File: config.mk
export PLATFORM = sky130hd
export DESIGN_NAME = swmm_front
export DESIGN_NICKNAME = d
export VERILOG_FILES = /design/src/hw/rtl/swmm_pkg.sv /design/src/hw/rtl/swmm_front.sv
export SDC_FILE = /design/constraint.sdc
export NUM_CORES = 1
export LEC_CHECK = 0
export BUFFER_PORTS_ARGS = -buffer_cell sky130_fd_sc_hd__buf_2
export CAP_MARGIN = 20
export CORE_UTILIZATION = 40
export DETAILED_ROUTE_END_ITERATION = 8
export MAX_ROUTING_LAYER = met4
export PLACE_DENSITY = 0.76
export REMOVE_ABC_BUFFERS = 1
export SETUP_SLACK_MARGIN = 0.5
export SKIP_CTS_REPAIR_TIMING = 1
export SLEW_MARGIN = 20
export SYNTH_ARGS = -nofsm -noshare
export SYNTH_HDL_FRONTEND = slang
export SYNTH_SLANG_ARGS = --single-unit
File: constraint.sdc
create_clock -name clk_i -period 1.96 [get_ports clk_i]
set_input_delay 0.098 -clock clk_i [delete_from_list [all_inputs] [get_ports clk_i]]
set_output_delay 0.098 -clock clk_i [all_outputs]
set_load 0.02 [all_outputs]
File: src/hw/rtl/swmm_pkg.sv
// ----------------------------------------------------------------------------
// Sliding window min/max package
// Shared widths, item types and sequencer states for the two-stack window.
// ----------------------------------------------------------------------------
package swmm_pkg;

  localparam int MAX_WINDOW  = 64;
  localparam int DATA_W      = 32;
  localparam int CFG_W       = 7;
  localparam int CNT_W       = $clog2(MAX_WINDOW + 1);
  localparam int ADDR_W      = $clog2(MAX_WINDOW);
  localparam int QUEUE_DEPTH = 2;
  localparam int QPTR_W      = $clog2(QUEUE_DEPTH);
  localparam int QCNT_W      = $clog2(QUEUE_DEPTH + 1);

  localparam logic signed [DATA_W-1:0] VAL_MAX = {1'b0, {(DATA_W-1){1'b1}}};
  localparam logic signed [DATA_W-1:0] VAL_MIN = {1'b1, {(DATA_W-1){1'b0}}};

  typedef enum logic {
    OP_PUSH,
    OP_RESTART
  } op_e;

  typedef struct packed {
    logic signed [DATA_W-1:0] sample;
    op_e                      op;
  } item_t;

  typedef struct packed {
    logic signed [DATA_W-1:0] lo;
    logic signed [DATA_W-1:0] hi;
  } mm_t;

  typedef enum logic [1:0] {
    ST_IDLE,
    ST_TRIM,
    ST_XFER,
    ST_EMIT
  } st_e;

endpackage

File: src/hw/rtl/swmm_front.sv
// ----------------------------------------------------------------------------
// Sliding window min/max front end
// Accepts input transactions into a holding register, tags them as plain or
// restarting pushes, and keeps the window size register and its clamped value.
// ----------------------------------------------------------------------------
module swmm_front (
  input  logic                       clk_i,
  input  logic                       rst_ni,
  input  logic                       in_valid_i,
  output logic                       in_ready_o,
  input  logic [swmm_pkg::DATA_W-1:0] sample_i,
  input  logic                       restart_i,
  input  logic                       cfg_valid_i,
  output logic                       cfg_ready_o,
  input  logic [swmm_pkg::CFG_W-1:0] window_size_i,
  output logic                       item_valid_o,
  input  logic                       item_ready_i,
  output swmm_pkg::item_t            item_o,
  output logic [swmm_pkg::CNT_W-1:0] win_o
);
  import swmm_pkg::*;

  logic             hold_valid_q;
  item_t            hold_q;
  logic [CFG_W-1:0] window_size_q;

  assign in_ready_o   = !hold_valid_q || item_ready_i;
  assign cfg_ready_o  = 1'b1;
  assign item_valid_o = hold_valid_q;
  assign item_o       = hold_q;

  always_ff @(posedge clk_i or negedge rst_ni) begin
    if (!rst_ni) begin
      hold_valid_q  <= 1'b0;
      window_size_q <= CFG_W'(1);
    end else begin
      if (in_valid_i && in_ready_o) begin
        hold_valid_q <= 1'b1;
      end else if (item_ready_i) begin
        hold_valid_q <= 1'b0;
      end
      if (cfg_valid_i) begin
        window_size_q <= window_size_i;
      end
    end
  end

  always_ff @(posedge clk_i) begin
    if (in_valid_i && in_ready_o) begin
      hold_q.sample <= sample_i;
      hold_q.op     <= restart_i ? OP_RESTART : OP_PUSH;
    end
  end

  always_comb begin
    if (window_size_q == '0) begin
      win_o = CNT_W'(1);
    end else if (int'(window_size_q) > MAX_WINDOW) begin
      win_o = CNT_W'(MAX_WINDOW);
    end else begin
      win_o = CNT_W'(window_size_q);
    end
  end

endmodule

==> results.toml <==
[global_routing]
grt_busiest_layer = "met2"
met2_usage = 0.235
use_met1 = 0.139
use_met3 = 0.0704
grt_pass1_vias = 840
grt_pass1_wl_um = 3480
antenna_found_initial = 0
grt.overflow.total = 0
grtUsageTotal = 0.141
grt_max_degree = 34

[sta]
max_clock_freq_mhz = 617
period_share = 0.827
setup_viol_count_final = 0
fin_setup_tns_ns = 0
fin_skew_ns = 0.00640
maxSlewViolCount = 0
grt_setup_unrepaired = "yes"
hold_viol = 0
post-route-min-period_ns = 1.62

[critical_path]
crit_arrival_ns = 1.52
worstPathMaxFanout = 3
crit_path_end_kind = "primary output"
crit_chain = "or3_1 > o41ai_2 > buf_2"
critPathKind = "flop to primary output"
critical-path-max-stage-delay_ns = 0.40
critPathSlowestCell = "dfrtp_1"
worstSetupStartpointType = "flop"
crit_required_ns = 1.86

[drt]
drtAntennaViolNets = 0
vias = 1046
wl_um = 3340
dr.first_iter.drc_count = 17
drc_errors = 0
drt_first_pass_iters = 3
wl_per_cell_um = 13.9
avgViaCountPerCell = 4.34

[hold_path]
min_path_type = "input port to flop"

[synthesis]
ys_top_cells_by_count = "edfxtp_1 (33), dfrtp_1 (7), mux2_2 (7)"
async_reset_ff_frac = 0.195
synth_cell_types = 13
ys_ff_latch = 41
synth_area_sq_mm = 0.00137
yosysMostFrequentCell = "edfxtp_1"
yosysWarnings = 0
netlist_instances = 63
seq_area_frac_synth = 0.870
synthFlopType = "edfxtp_1"
synth_top_cell_area_share = 0.723
avgSynthCellArea_sq_um = 21.7
yosysTopAreaCell = "edfxtp_1"
synth_edf_count = 33
synth_area_leaders = "edfxtp_1 (72%), dfrtp_1 (13%), mux2_2 (5.8%)"

[cells_and_area]
final_area_sq_mm = 0.00232
area_growth_pct = 69.5
diodes = 0
fin_nets = 241
stdcell_count = 241
n_fill_cell = 212
layout-drive-gt1-share = 0.528

[pwr]
p_leak_nw = 1.02
irDropWorstVdd_mv = 0.496
power_density_mw_per_mm2 = 735

[floorplanning]
std_cell_rows = 20
die_w_um = 60.5
fp.dieH_um = 60.5
ioPinCount = 88
start_util = 0.435
die-area_sq_mm = 0.00366
fp.coreArea_sq_mm = 0.00315

[flow_run]
drv_cap = 0

[clock_network]
cts_tree = "done"
root_buffer = "clkbuf_4"
clkSlewWorstSetupHoldPaths_ns = 0.11
clockBufferDepth = 2
numClockSinks = 41
htreeDepth = 2
clk_latency_ns = 0.33
cts_made_buffers = 5

[placement]
gp_congestion = 0.688
dp_cells = 191
port_buffers = 86
placed_cell_area_sq_mm = 0.00185

[outcome]
status = "completed"
==> where the power goes <==
part / total (W) / switching, W / internal (W) / leakage [nW]
sequential: 0.00103 / 0.0000253 / 0.00101 / 0.406
combinational: 0.000291 / 0.000146 / 0.000145 / 0.583
clock: 0.000385 / 0.000249 / 0.000135 / 0.0310
total: 0.00171 / 0.000421 / 0.00129 / 1.02
==> metrics by stage <==
step,setup slack (ns),total power [W],util,hold slack [ns]
2_1_floorplan,0.0108,0.00116,-,-0.198
3_3_place_gp,0.684,0.00127,0.586,-0.0563
3_5_place_dp,0.636,0.00127,0.586,-0.0498
4_1_cts,0.310,0.00166,0.603,-0.432
5_1_grt,0.243,0.00180,0.737,0.0587
6_report,0.338,0.00171,0.737,0.0401
==> layer usage <==
| layer | part of all wire | vias to the layer above |
|---|---|---|
| met5 | 0 | - |
| met4 | 0.0075 | 0 |
| met3 | 0.11 | 4 |
| met2 | 0.51 | 73 |
| met1 | 0.38 | 474 |
| li1 | - | 495 |
==> state kept, by name (all words and copies together), names as in the netlist <==
name	cells
item_valid_o	1
window_size_q	7
item_o	33
==> placed cells by master (no fill, tap or decap), drive strengths merged <==
cell,instances
dlygate4sd3,42
conb,1
nand2b,3
clkbuf,5
o41ai,1
edfxtp,33
nor2b,5
dfstp,1
and2,1
mux2,7
buf,87
clkinvlp,1
or3,1
dfrtp,7
clkinv,2
==> area by class of cell <==
class | count | area [sq um] | share of cell area
repair buffers | 129 | 858 | 0.370
well taps | 44 | 55.1 | 0.0237
flip-flops and latches | 41 | 1190 | 0.513
multi-input cells | 19 | 161 | 0.0695
clock inverters | 3 | 17.5 | 0.00754
clock buffers | 5 | 37.5 | 0.0162
==> worst paths after layout <==
check                           slack [ns]                          from                            to  cells after the start
worst max-delay path                  0.34  window_size_q[4]$_DFFE_PN0P_                      win_o[0]                      3
worst min-delay path                  0.04                  item_ready_i      item_valid_o$_DFFE_PN0P_                      3
worst max register to register        0.64      item_valid_o$_DFFE_PN0P_          item_o[13]$_DFFE_PP_                      3
worst min register to register        0.54      item_valid_o$_DFFE_PN0P_      item_valid_o$_DFFE_PN0P_                      2
max in group asynchronous             1.61                        rst_ni  window_size_q[0]$_DFFE_PN1P_                      2
min in group asynchronous             0.12                        rst_ni  window_size_q[1]$_DFFE_PN0P_                      2
==> cells by family after synthesis <==
group / count (synthesis) / share of synthesized area
buf+inv: 3 / 0.0119
compound gates: 1 / 0.0119
flops: 41 / 0.870
mux: 7 / 0.0575
other cells: 1 / 0.00274
simple gates: 10 / 0.0457
==> critical path: cells and delay by family, from the launching register on <==
family                 cells  cell delay (ns)
AOI/OAI and AO/OA          1             0.20
buffers and inverters      1             0.21
DFF                        1             0.40
and+or+nand+nor            1             0.38
Note: power is estimated with default switching activity, not from simulation.
