## config.mk

```make
export PLATFORM = sky130hd
export DESIGN_NAME = swmm_queue
export DESIGN_NICKNAME = d
export VERILOG_FILES = /design/src/hw/rtl/swmm_pkg.sv /design/src/hw/rtl/swmm_queue.sv
export SDC_FILE = /design/constraint.sdc
export NUM_CORES = 1
export LEC_CHECK = 0
export BUFFER_PORTS_ARGS = -buffer_cell sky130_fd_sc_hd__buf_4
export CORE_MARGIN = 2
export CORE_UTILIZATION = 45
export CTS_CLUSTER_DIAMETER = 80
export DETAILED_ROUTE_END_ITERATION = 8
export GPL_TIMING_DRIVEN = 0
export HOLD_SLACK_MARGIN = 0.02
export PLACE_DENSITY = 0.7
export SLEW_MARGIN = 5
export SYNTH_ARGS = -nofsm -noshare
export SYNTH_HDL_FRONTEND = slang
export SYNTH_SLANG_ARGS = --single-unit
```

## constraint.sdc

```tcl
create_clock -name clk_i -period 3.2 [get_ports clk_i]
set_input_delay 0.64 -clock clk_i [delete_from_list [all_inputs] [get_ports clk_i]]
set_output_delay 0.64 -clock clk_i [all_outputs]
set_load 0.02 [all_outputs]
```

## src/hw/rtl/swmm_pkg.sv

```systemverilog
// ----------------------------------------------------------------------------
// Sliding window min/max package
// Shared widths, item types and sequencer states for the two-stack window.
// ----------------------------------------------------------------------------
package swmm_pkg;

  localparam int MAX_WINDOW  = 64;
  localparam int DATA_W      = 32;
  localparam int CFG_W       = 7;
  localparam int CNT_W       = $clog2(MAX_WINDOW + 1);
  localparam int ADDR_W      = $clog2(MAX_WINDOW);
  localparam int QUEUE_DEPTH = 2;
  localparam int QPTR_W      = $clog2(QUEUE_DEPTH);
  localparam int QCNT_W      = $clog2(QUEUE_DEPTH + 1);

  localparam logic signed [DATA_W-1:0] VAL_MAX = {1'b0, {(DATA_W-1){1'b1}}};
  localparam logic signed [DATA_W-1:0] VAL_MIN = {1'b1, {(DATA_W-1){1'b0}}};

  typedef enum logic {
    OP_PUSH,
    OP_RESTART
  } op_e;

  typedef struct packed {
    logic signed [DATA_W-1:0] sample;
    op_e                      op;
  } item_t;

  typedef struct packed {
    logic signed [DATA_W-1:0] lo;
    logic signed [DATA_W-1:0] hi;
  } mm_t;

  typedef enum logic [1:0] {
    ST_IDLE,
    ST_TRIM,
    ST_XFER,
    ST_EMIT
  } st_e;

endpackage

```

## src/hw/rtl/swmm_queue.sv

```systemverilog
// ----------------------------------------------------------------------------
// Sliding window min/max item queue
// Short FIFO that decouples the front end from the stack engine.
// ----------------------------------------------------------------------------
module swmm_queue (
  input  logic            clk_i,
  input  logic            rst_ni,
  input  logic            wr_valid_i,
  output logic            wr_ready_o,
  input  swmm_pkg::item_t wr_item_i,
  output logic            rd_valid_o,
  input  logic            rd_ready_i,
  output swmm_pkg::item_t rd_item_o
);
  import swmm_pkg::*;

  item_t             entry_q [QUEUE_DEPTH];
  logic [QPTR_W-1:0] wr_ptr_q;
  logic [QPTR_W-1:0] rd_ptr_q;
  logic [QCNT_W-1:0] count_q;
  logic              wr_en;
  logic              rd_en;

  assign wr_ready_o = count_q != QCNT_W'(QUEUE_DEPTH);
  assign rd_valid_o = count_q != '0;
  assign rd_item_o  = entry_q[rd_ptr_q];
  assign wr_en      = wr_valid_i && wr_ready_o;
  assign rd_en      = rd_valid_o && rd_ready_i;

  always_ff @(posedge clk_i or negedge rst_ni) begin
    if (!rst_ni) begin
      wr_ptr_q <= '0;
      rd_ptr_q <= '0;
      count_q  <= '0;
    end else begin
      if (wr_en) begin
        wr_ptr_q <= wr_ptr_q + QPTR_W'(1);
      end
      if (rd_en) begin
        rd_ptr_q <= rd_ptr_q + QPTR_W'(1);
      end
      if (wr_en && !rd_en) begin
        count_q <= count_q + QCNT_W'(1);
      end else if (rd_en && !wr_en) begin
        count_q <= count_q - QCNT_W'(1);
      end
    end
  end

  always_ff @(posedge clk_i) begin
    if (wr_en) begin
      entry_q[wr_ptr_q] <= wr_item_i;
    end
  end

endmodule

```

==> results.yml <==
layout:
  syn_to_final_growth_pct: 34.2
  antenna_cells: 0
  final_layout_size_suffix_gt1_frac: 0.608
  fill_cells: 419
  layout_common_cells: "71 x buf_4, 66 x edfxtp_1, 29 x mux2_4"
  design_area_sq_mm: 0.00366
  final_nets: 242
  final_common_cell: "buf_4"
worst_hold_path:
  hold_path.class: "in2async"
cts:
  clockRootBuffer: "clkbuf_8"
  h-tree-depth: 3
  numCtsBuffers: 9
  tritoncts: "built"
  worstSkewPairLatency_ns: 0.33
  clock-sinks: 70
  cts_setup_buffers: 0
  cts_buffer_depth: 2
  cts_resized: 0
  cts-hold-fix-buffers: 0
  path_clk_slew_ns: 0.07
placement:
  gp_congestion: 0.668
  numPortBuffers: 71
  place_area_sq_mm: 0.00339
  hpwl_mm: 3.06
timing:
  timing.fmax_mhz: 475
  setup_viol: 0
  period_share: 0.657
  skew_ns: 0.00625
  hold_viol: 0
  max_slew.worst_pin.slew_ns: 0.777
  finalMaxSlewViolations: 0
  maxSlewHeadroom: 0.482
  period_minus_slack_ns: 2.10
  rsz0062_at_grt: "no"
setup_path:
  timing.rr.start: "count_q[0]$_DFFE_PN0P_"
  r2r-end: "entry_q[1][0]$_DFFE_PP_"
  crit_path_cell_trace: "buf_6, buf_12, mux2_4, buf_4"
  reg2reg_slack_ns: 1.54
  timing.critical_path.buf_inv: 3
  crit_start: "rd_ptr_q$_DFFE_PN0P_"
  cp_num_cells: 4
  arrival_ns: 1.46
  cp_top_family: "buffers and inverters"
  max_stage_delay_ns: 0.38
  crit_type: "reg2out"
  crit_required_ns: 2.56
  cp-end-kind: "primary output"
  slowest_stage: "dfrtp_1"
  path_max_fanout: 10
  start_kind: "register"
  endpoint: "rd_item_o[3]"
  ff2ff_path_depth: 2
floorplan:
  start_util: 0.463
  die-area_sq_mm: 0.00670
  ios: 72
  core_area_sq_mm: 0.00589
  fp.dieW_um: 81.9
  rows: 28
  die_h_um: 81.9
yosys:
  ys_warn_count: 0
  ys_ff_latch: 70
  syn_nets: 159
  syn_inst: 121
  synth_area_sq_mm: 0.00273
  synth_cell_types: 15
  ys_seq_area_frac: 0.763
  avgSynthCellArea_sq_um: 22.5
detailed_routing:
  post_drt_wl_per_cell_um: 15.8
  drt_iter0_markers: 48
  vias: 1311
  drt_first_pass_iters: 3
  vias_per_cell: 4.62
  drc: 0
  drtAntennaViolNets: 0
  finalWirelength_mm: 4.49
grt:
  antenna_found_initial: 0
  track_usage: 0.144
  globalRouteMet1Util: 0.162
  grt_first_pass_wirelength_mm: 6.76
  grt_max_degree: 34
  grtUsageMet2: 0.239
  top_usage_layer: "met2"
  overflow: 0
  grt_pass1_vias: 1436
  grt_use_met3: 0.0418
pwr:
  p_leak_uw: 0.00148
  seqPwrFrac: 0.363
  pwr_density_cell_mw_per_mm2: 1000
  p_int_uw: 2580
  swShare: 0.295
  power.share.clock: 0.252
  total_power_uw: 3660
  power_frac_comb: 0.385
  netSwitchingPower_uw: 1080
  peakVddDrop_uv: 573
outcome:
  outcome: "finished, final reports clean"
flow_run:
  max_cap_viol_count: 0
[layout make-up]
cell class / count / area [sq um] / share of cell area
Multi-Input combinational cell: 46 / 579 / 0.158
Inverter: 1 / 3.75 / 0.00103
Sequential cell: 70 / 2080 / 0.569
Clock buffer: 9 / 124 / 0.0338
Timing Repair Buffer: 72 / 561 / 0.153
Tap cell: 75 / 93.8 / 0.0256
Clock inverter: 7 / 145 / 0.0397
Buffer: 4 / 71.3 / 0.0195
[how the worst min path moves through the flow]
stage,from,end,slack [ns],cells past startpoint
6_report,rst_ni,count_q[0]$_DFFE_PN0P_,0.09,1
5_1_grt,rst_ni,count_q[1]$_DFFE_PN0P_,0.08,1
4_1_cts,rst_ni,count_q[0]$_DFFE_PN0P_,0.07,1
3_5_place_dp,rst_ni,count_q[1]$_DFFE_PN0P_,0.44,1
3_3_place_gp,rst_ni,wr_ptr_q$_DFFE_PN0P_,0.44,1
2_1_floorplan,rst_ni,count_q[0]$_DFFE_PN0P_,0.34,0
[power by group through the flow]
| stage | logic, uW | clock network [uW] | registers [uW] |
|---|---|---|---|
| CTS | 1440 | 948 | 1330 |
| detailed placement | 1430 | 0 | 1350 |
| global route | 1500 | 977 | 1350 |
| finish | 1410 | 924 | 1330 |
| global placement | 1370 | 0 | 1340 |
| floorplan | 953 | 0 | 1330 |
[kinds of logic after synthesis]
logic type | count (synthesis) | synth area share
AND/OR/NAND/NOR | 7 | 0.0124
buffers and inverters | 5 | 0.0275
adder cells (fa/ha/maj) | 1 | 0.00459
multiplexers | 33 | 0.176
XOR/XNOR | 5 | 0.0161
flip-flops | 70 | 0.763
[state kept, by name, summed over array words and instances, names as in the netlist]
register  count
entry_q      66
count_q       2
rd_ptr_q      1
wr_ptr_q      1
[synthesized netlist by cell type (all sizes together)]
library cell | instances | area (sq um)
edfxtp | 66 | 1980
or2 | 1 | 6.26
buf | 4 | 71.3
nand2 | 2 | 7.51
and3 | 1 | 6.26
nand2b | 1 | 6.26
nor2 | 2 | 7.51
ha | 1 | 12.5
xnor2 | 3 | 26.3
inv | 1 | 3.75
xor2 | 2 | 17.5
dfrtp | 4 | 100
mux2 | 33 | 480
[metal layers]
layer / vias to the layer above / routed length (um)
met5: - / 0
met4: 0 / 77
li1: 633 / -
met2: 41 / 2440
met1: 628 / 1710
met3: 9 / 255
[per-stage QoR]
step	util	std cells	TNS (ns)	setup WS, ns	hold WS (ns)
6_report	0.622	284	0	1.10	0.0916
5_1_grt	0.622	284	0	1.05	0.0755
4_1_cts	0.622	284	0	1.06	0.0690
3_5_place_dp	0.576	268	0	1.35	0.440
3_3_place_gp	0.570	267	-2.51	-0.0774	0.436
2_1_floorplan	-	121	0	0.582	0.344
No activity file was read; power rests on OpenSTA's default activity.
